## src/hdl/lpw_pkg.sv

```systemverilog
// ----------------------------------------------------------------------------
// Lossy pipe waveguide package
// Shared constants, register indices, state encoding and the command and
// status bundles that join the controller and the datapath.
// ----------------------------------------------------------------------------
package lpw_pkg;

	localparam int unsigned MAX_DELAY_DEF    = 256;
	localparam int unsigned SAMPLE_WIDTH_DEF = 24;

	localparam int unsigned MIN_DELAY  = 4;
	localparam int unsigned OPEN_POLE  = 7373;
	localparam int unsigned COEF_FRAC  = 14;
	localparam int unsigned ROUND_HALF = 8192;
	localparam int unsigned COEF_ONE   = 16384;

	localparam int unsigned CFG_IDX_W  = 2;
	localparam int unsigned CFG_DATA_W = 15;
	localparam int unsigned DLEN_W     = 9;
	localparam int unsigned COEF_W     = 15;

	localparam logic [DLEN_W-1:0] DLEN_RST  = 9'd64;
	localparam logic [COEF_W-1:0] OREF_RST  = 15'h6666;
	localparam logic [COEF_W-1:0] CREF_RST  = 15'd8520;
	localparam logic [COEF_W-1:0] WDAMP_RST = 15'd6881;

	typedef enum logic [CFG_IDX_W-1:0] {
		REG_DELAY_LENGTH   = 2'd0,
		REG_OPEN_REFLECT   = 2'd1,
		REG_CLOSED_REFLECT = 2'd2,
		REG_WALL_DAMPING   = 2'd3
	} lpw_reg_t;

	typedef enum logic [5:0] {
		ST_CLEAR = 6'b000001,
		ST_IDLE  = 6'b000010,
		ST_MUL1  = 6'b000100,
		ST_ADD1  = 6'b001000,
		ST_MUL2  = 6'b010000,
		ST_FIN   = 6'b100000
	} lpw_state_t;

	typedef struct packed {
		logic clear;
		logic accept;
		logic mul1;
		logic add1;
		logic mul2;
		logic fin;
	} lpw_cmd_t;

	typedef struct packed {
		logic clear_last;
		logic out_free;
	} lpw_sts_t;

endpackage

```

## src/hdl/lpw_ctrl.sv

```systemverilog
// ----------------------------------------------------------------------------
// Lossy pipe waveguide controller
// Sequences the clearing pass after reset and the steps of one sample.
// ----------------------------------------------------------------------------
module lpw_ctrl (
	input  logic              clk,
	input  logic              arst_n,
	input  logic              in_valid,
	output logic              in_stall,
	input  lpw_pkg::lpw_sts_t sts,
	output lpw_pkg::lpw_cmd_t cmd
);

	import lpw_pkg::*;

	lpw_state_t st_q;
	lpw_state_t st_d;

	always_comb begin
		st_d = st_q;
		cmd  = '0;
		unique case (st_q)
			ST_CLEAR: begin
				cmd.clear = 1'b1;
				if (sts.clear_last) begin
					st_d = ST_IDLE;
				end
			end
			ST_IDLE: begin
				if (in_valid) begin
					cmd.accept = 1'b1;
					st_d       = ST_MUL1;
				end
			end
			ST_MUL1: begin
				cmd.mul1 = 1'b1;
				st_d     = ST_ADD1;
			end
			ST_ADD1: begin
				cmd.add1 = 1'b1;
				st_d     = ST_MUL2;
			end
			ST_MUL2: begin
				cmd.mul2 = 1'b1;
				st_d     = ST_FIN;
			end
			ST_FIN: begin
				if (sts.out_free) begin
					cmd.fin = 1'b1;
					st_d    = ST_IDLE;
				end
			end
			default: begin
				st_d = ST_CLEAR;
			end
		endcase
	end

	always_ff @(posedge clk or negedge arst_n) begin
		if (!arst_n) begin
			st_q <= ST_CLEAR;
		end else begin
			st_q <= st_d;
		end
	end

	assign in_stall = (st_q != ST_IDLE);

endmodule

```

## config.mk

```make
export PLATFORM = sky130hd
export DESIGN_NAME = lpw_ctrl
export DESIGN_NICKNAME = d
export VERILOG_FILES = /design/src/hdl/lpw_pkg.sv /design/src/hdl/lpw_ctrl.sv
export SDC_FILE = /design/constraint.sdc
export NUM_CORES = 1
export LEC_CHECK = 0
export ABC_CLOCK_PERIOD_IN_PS = 3700
export BUFFER_PORTS_ARGS = -buffer_cell sky130_fd_sc_hd__buf_2
export CAP_MARGIN = 20
export CORE_AREA = 3 3 40 42
export CTS_CLUSTER_SIZE = 20
export DETAILED_ROUTE_END_ITERATION = 8
export DIE_AREA = 0 0 43 45
export PLACE_DENSITY = 0.51
export SETUP_SLACK_MARGIN = 0.3
export SLEW_MARGIN = 25
export SYNTH_ARGS = -nofsm -noshare
export SYNTH_HDL_FRONTEND = slang
export SYNTH_SLANG_ARGS = --single-unit
```

## constraint.sdc

```tcl
create_clock -name clk -period 3.7 [get_ports clk]
set_input_delay 0.555 -clock clk [delete_from_list [all_inputs] [get_ports clk]]
set_output_delay 0.555 -clock clk [all_outputs]
set_load 0.02 [all_outputs]
```

# == After elaboration in Yosys (flattened, before gate mapping) ==
# Index checks and enable logic that the tools add are counted.
# word_totals
regBits,6
word_cells,24
# op_classes
n_eq_ne,10
n_mux,12
n_reduce_logical,1
# ops
operator,n
one-hot mux 6 bit (6 select lines),1
two-way mux 6 bit,3
two-way mux 1 bit,8
equality test 6 x 1 -> 1 bit (second input constant),1
equality test 6 x 2 -> 1 bit (second input constant),1
equality test 6 x 3 -> 1 bit (second input constant),1
equality test 6 x 4 -> 1 bit (second input constant),1
equality test 6 x 5 -> 1 bit (second input constant),1
equality test 6 bit (second input constant),1
inequality test 2 bit (second input constant),3
inequality test 6 x 2 -> 1 bit (second input constant),1
AND reduction 3 bit,1

# == Logic depth before layout (Yosys ltp) ==
# Gate-level depths: netlist of run 1.
# logic_depth
ltp_word,3
ltp_mapped,4
mapped_depth_nobuf,3

# == Worst setup path before layout of run 1 ==
# Ideal clock, no wire load.
# synth_path
path_type,register -> output
from,register st_q[2]
to,output cmd[1] (netlist bit)
arrival_ns,1.586
required_ns,3.145
path_slack_ns,1.559
path_stages_with_launch,4
path_cell_list,dfrtp_1 -> buf_6 -> nor3_1 -> nor4bb_1
# synth_rtl
element,line_no,text
from (decl),lpw_ctrl.sv:16,lpw_state_t st_q;
from (signal assigned),lpw_ctrl.sv:63,st_q <= st_d;
to (decl),lpw_ctrl.sv:11,output lpw_pkg::lpw_cmd_t cmd

==> results.sh, run 1 <==
export IMPL_h_tree_depth=1
export IMPL_synth_edf_count=0
export IMPL_postCtsSetupRepairBufs=0
export IMPL_wl_met1_um=408
export IMPL_grt_antenna_before_repair=0
export IMPL_start_kind="register"
export IMPL_grt_overflow_total=0
export IMPL_arrival_ns=1.72
export IMPL_synth_warnings=0
export IMPL_cts_tree="yes"
export IMPL_netlist_cell_type_count=24
export IMPL_syn_area_um2=419.2
export IMPL_grt_pass1_vias=325
export IMPL_grt_pass1_wl_um=1455
export IMPL_finClkSkew_ns=0.009124
export IMPL_wl_met3_um=50
export IMPL_dp_hpwl_um=627.6
export IMPL_tightest_slew_ns=0.4375
export IMPL_clkTransAtPathRegs_ns=0.05
export IMPL_drive_above_1_share_pct=29.82
export IMPL_synthFlopType="dfrtp_1"
export IMPL_rsz0062_at_grt="no"
export IMPL_synthMuxAreaShare_pct=4.776
export IMPL_vias_per_cell=5.167
export IMPL_place_congestion=0.7072
export IMPL_slew_headroom_pct=70.61
export IMPL_ir_drop_mv=0.2769
export IMPL_ctsResizeCount=0
export IMPL_dieHeight_um=45
export IMPL_end_kind="output port"
export IMPL_crit_type="register to output port"
export IMPL_n_antenna_cell=0
export IMPL_drc=0
export IMPL_fin_crit_sh_pct=61.56
export IMPL_numCtsBuffers=3
export IMPL_drt_iter0_markers=4
export IMPL_cp_data_required_time_ns=3.14
export IMPL_synth_top_family_by_area="simple AND/OR/NAND/NOR gates"
export IMPL_fmax_mhz=439.1
export IMPL_yosysTopAreaCell="dfrtp_1"
export IMPL_min_path_type="primary input to asynchronous set/reset pin"
export IMPL_port_buffers=11
export IMPL_start_util_pct=32.62
export IMPL_cts_num_sinks=6
export IMPL_yosysMostFrequentCell="nor2_1"
export IMPL_hold_viol_final=0
export IMPL_largest_register_ffs=6
export IMPL_root_buffer="clkbuf_4"
export IMPL_ys_top_cells_by_area="dfrtp_1 30%, nor3b_1 11%, nor2_1 7.2%"
export IMPL_ys_seq_area_share_pct=36.12
export IMPL_outcome="completed"
export IMPL_n_fill_cell=138
export IMPL_finalPower_mw=0.3133
export IMPL_drt_wirelength_per_cell_um=11.93
export IMPL_rows=13
export IMPL_nNetsFinal=63
export IMPL_grt_max_degree=12
export IMPL_routed_wl_um=859
export IMPL_setup_viol=0
export IMPL_top_layer="met4"
export IMPL_syn_inst=47
export IMPL_slew_viol_final=0
export IMPL_dieArea_um2=1935
export IMPL_synth_compound_area_share_pct=11.04
export IMPL_synth_fp_nets=52
export IMPL_cts_hold_buf=0
export IMPL_drt_pass1_iterations=4
export IMPL_vias=372
export IMPL_synth_top_area_share_pct=29.85
export IMPL_powerDensity_nw_per_um2=645.4
export IMPL_fp_dieW_um=43
export IMPL_area_growth_pct=15.82
export IMPL_routed_wl_met2_um=375
export IMPL_finalSetupTns_ns=0
export IMPL_postLayoutCoreUtil_pct=37.78
export IMPL_cts_path_max_buffers=2
export IMPL_syn_avg_cell_area_um2=8.918
export IMPL_cap_violations=0
export IMPL_synth_simple_area_share_pct=36.12
export IMPL_synth_common_cells="8 x nor2_1, 6 x nor3b_1, 5 x dfrtp_1, 3 x buf_2"
export IMPL_synth_async_reset_ratio_pct=100.0
export IMPL_p_leak_nw=0.2253
export IMPL_regMostFlops="st_q"
export IMPL_synth_adder_area_share_pct=0
export IMPL_gr_usage_all_layers_pct=10.98
export IMPL_synth_seq_cells=6
export IMPL_pin_count=12
export IMPL_worstSkewPairLatency_ns=0.25
export IMPL_fp_coreArea_um2=1285
export IMPL_period_needed_ns=2.278
export IMPL_crit_path_max_fanout=8
export IMPL_synth_xor_area_share_pct=2.090
export IMPL_ant_nets=0
export IMPL_top_regs="st_q: 6 flops"
## report_power, final
part           switching, mW  internal, mW  leakage, nW
logic                 0.0692        0.0638        0.132
registers             0.0287        0.0837       0.0786
clock network         0.0268        0.0410       0.0150
total                  0.125         0.189        0.225
## path summary, 6_finish.rpt
path / startpoint / end / slack (ns) / cells after the start
max: st_q[5] / cmd[2] / 1.42 / 3
min: arst_n / st_q[5] / 0.11 / 1
max reg2reg: st_q[2] / st_q[1] / 2.26 / 3
min reg2reg: st_q[2] / st_q[4] / 0.59 / 1
max in group asynchronous: arst_n / st_q[0] / 3.36 / 1
min in group clk: in_valid / st_q[2] / 0.58 / 3
## per-stage QoR
step | hold slack (ns) | setup slack, ns | std cells | area, um2
floorplan | 0.2594 | 1.559 | 47 | 419.2
global placement | 0.3825 | 1.694 | 68 | 459.2
detailed placement | 0.3845 | 1.702 | 68 | 459.2
CTS | 0.1084 | 1.419 | 72 | 485.5
global route | 0.1106 | 1.327 | 72 | 485.5
finish | 0.1116 | 1.422 | 72 | 485.5
## placed cells by master, fill, tap and decap left out, types with 2 or more instances in the layout
cell	count
buf_2	11
nor3_1	2
nor3b_1	6
mux2i_1	2
nand2b_1	2
clkbuf_4	3
dfrtp_1	5
inv_1	2
or4_4	2
nor2_1	8
## logic make-up after synthesis
group           count (synthesis)
mux                             2
flops                           6
compound gates                  6
simple gates                   25
buf+inv                         7
xor+xnor                        1
## layout make-up
cell class	count	area, um2	area share (%)
repair buffers	11	55.05	11.34
flip-flops and latches	6	151.4	31.19
clock buffers	4	26.28	5.412
well taps	15	18.77	3.866
inverters	2	7.507	1.546
multi-input cells	34	226.5	46.65
## per-layer routing
metal  track usage, %  up-vias
li1                 -      187
met1            13.02      167
met2            15.27       14
met3            4.781        4
met4            9.036        0
met5                0        -
## worst max-delay path, stage by stage, from the launching register on
cell and delay, ns:
dfrtp_1 0.47, or4_4 0.60, nor3b_1 0.21, buf_2 0.19
(Power assumes the default switching activity.)
==> run 2: changes to the inputs <==
ABC_AREA = 1   (was default)
ABC_CLOCK_PERIOD_IN_PS = 2000   (was 3700)
clock period = 2 ns   (was 3.7 ns; I/O delays follow)
==> results.sh, run 2 <==
export IMPL_outcome="completed"
export IMPL_period_needed_ns=1.590
export IMPL_port_buffers=11
export IMPL_largest_register_ffs=6
export IMPL_powerDensity_nw_per_um2=1157
export IMPL_dp_hpwl_um=614.9
export IMPL_slew_viol_final=0
export IMPL_area_growth_pct=25.87
export IMPL_drt_pass1_iterations=3
export IMPL_netlist_cell_type_count=13
export IMPL_synth_top_area_share_pct=31.55
export IMPL_dieArea_um2=1935
export IMPL_syn_inst=55
export IMPL_synth_fp_nets=60
export IMPL_ys_seq_area_share_pct=38.17
export IMPL_synth_async_reset_ratio_pct=100.0
export IMPL_drt_iter0_markers=4
export IMPL_final_cell_mix="12 x inv_1, 11 x nor2_1, 11 x buf_2"
export IMPL_critPathSlowestCell="dfrtp_1"
export IMPL_gr_usage_all_layers_pct=8.619
export IMPL_synth_warnings=0
export IMPL_regMostFlops="st_q"
export IMPL_routed_wl_um=738
export IMPL_slew_headroom_pct=88.14
export IMPL_finClkSkew_ns=0.006391
export IMPL_design_area_um2=499.2
export IMPL_tightest_slew_ns=0.1773
export IMPL_ant_nets=0
export IMPL_drt_wirelength_per_cell_um=8.682
export IMPL_vias_per_cell=4.000
export IMPL_root_buffer="clkbuf_4"
export IMPL_clkTransAtPathRegs_ns=0.05
export IMPL_end_kind="output port"
export IMPL_fin_crit_sh_pct=79.48
export IMPL_hold_viol_final=0
export IMPL_setup_viol=0
export IMPL_fmax_mhz=629.1
export IMPL_rsz0062_at_grt="no"
export IMPL_n_antenna_cell=0
export IMPL_finalSetupTns_ns=0
export IMPL_pin_count=12
export IMPL_crit_path_max_fanout=4
export IMPL_p_leak_nw=0.3391
export IMPL_min_path_type="primary input to register"
export IMPL_fp_dieW_um=43
export IMPL_cts_tree="yes"
export IMPL_synth_common_cells="12 x inv_1, 11 x nor2_1, 6 x nand2_1, 5 x dfrtp_1"
export IMPL_place_congestion=0.6708
export IMPL_cp_data_required_time_ns=1.70
export IMPL_postCtsSetupRepairBufs=0
export IMPL_drc=0
export IMPL_synthFlopType="dfrtp_1"
export IMPL_final_common_cell="inv_1"
export IMPL_syn_avg_cell_area_um2=7.211
export IMPL_start_util_pct=30.87
export IMPL_syn_area_um2=396.6
export IMPL_dieHeight_um=45
export IMPL_grt_max_degree=7
export IMPL_n_fill_cell=146
export IMPL_ir_drop_mv=0.6645
export IMPL_rows=13
export IMPL_grt_pass1_wl_um=1159
export IMPL_cts_path_max_buffers=2
export IMPL_drive_above_1_share_pct=42.86
export IMPL_top_regs="st_q: 6 flops"
export IMPL_fp_coreArea_um2=1285
export IMPL_finalPower_mw=0.5775
export IMPL_cp_num_buf_inv=1
export IMPL_cp_top_family="simple AND/OR/NAND/NOR gates"
export IMPL_crit_type="register to output port"
export IMPL_cap_violations=0
export IMPL_cts_hold_buf=1
export IMPL_h_tree_depth=1
export IMPL_synth_seq_cells=6
export IMPL_crit_chain="nor2_4 -> and2_4 -> nand2_2 -> nor2_1 -> buf_2"
export IMPL_start_kind="register"
export IMPL_ctsResizeCount=0
export IMPL_vias=340
export IMPL_cpPeakStageDelay_ns=0.41
export IMPL_numCtsBuffers=3
export IMPL_grt_antenna_before_repair=0
export IMPL_nNetsFinal=76
export IMPL_synth_edf_count=0
export IMPL_placed_cell_area_um2=462.9
export IMPL_yosysMostFrequentCell="inv_1"
export IMPL_yosysTopAreaCell="dfrtp_1"
export IMPL_grt_pass1_vias=292
export IMPL_grt_overflow_total=0
export IMPL_arrival_ns=1.29
export IMPL_cts_num_sinks=6
export IMPL_ys_top_cells_by_area="dfrtp_1 32%, inv_1 11%, nor2_1 10%"
export IMPL_worstSkewPairLatency_ns=0.25
[run 2: cell types whose count changed after synthesis, sizes merged, moves of 2 or more]
cell,change
buf,-4
inv,+14
mux2i,-2
nand2,+8
nand2b,-2
nand3,+5
nor2,+8
nor3,-2
nor3b,-6
or4,-2
[run 2: report_power, final]
group,switching (mW),internal (mW)
sequential,0.0347,0.156
combinational,0.160,0.102
clock,0.0492,0.0759
[run 2: kinds of logic (layout without fill, tap and decap cells)]
kind of cell | Yosys count | in the layout | synth area share [%]
flip-flops | 6 | 6 | 38.17
buffers and inverters | 17 | 32 | 17.03
AND/OR/NAND/NOR | 32 | 32 | 44.79
[run 2: final timing paths]
path	startpoint	endpoint	slack, ns	depth (start not counted)
setup / recovery	st_q[2]	cmd[0]	0.41	5
hold / removal	sts[1]	st_q[0]	0.27	4
setup reg to reg	st_q[0]	st_q[1]	0.86	6
hold reg to reg	st_q[2]	st_q[4]	0.63	3
max in group asynchronous	arst_n	st_q[0]	1.37	2
min in group asynchronous	arst_n	st_q[4]	0.40	2
[run 2: cell type report]
cell class | count | area (um2) | area share (%)
Clock buffer | 4 | 26.28 | 5.263
Tap cell | 15 | 18.77 | 3.759
Timing Repair Buffer | 12 | 65.06 | 13.03
Inverter | 16 | 60.06 | 12.03
Multi-Input combinational cell | 32 | 177.7 | 35.59
Sequential cell | 6 | 151.4 | 30.33
[run 2: worst reg2reg max path, delay by kind of cell, from the launching register on]
family | cells | cell delay [ns]
simple gates | 6 | 0.47
flops | 1 | 0.56
[run 2: metrics by stage]
step | setup WS [ns] | util (%) | hold WS [ns] | cells
2_1_floorplan | 0.6271 | - | 0.004409 | 55
3_3_place_gp | 0.6671 | 36.03 | 0.1353 | 80
3_5_place_dp | 0.6643 | 36.03 | 0.1348 | 80
4_1_cts | 0.3928 | 38.85 | 0.2645 | 85
5_1_grt | 0.3205 | 38.85 | 0.2990 | 85
6_report | 0.4103 | 38.85 | 0.2712 | 85
[run 2: layer usage]
metal	GRT usage [%]	routed length (um)	vias to the layer above
met1	10.02	332	144
met3	5.976	67	0
met5	0	0	-
li1	-	-	185
met4	1.807	0	0
met2	13.17	338	11
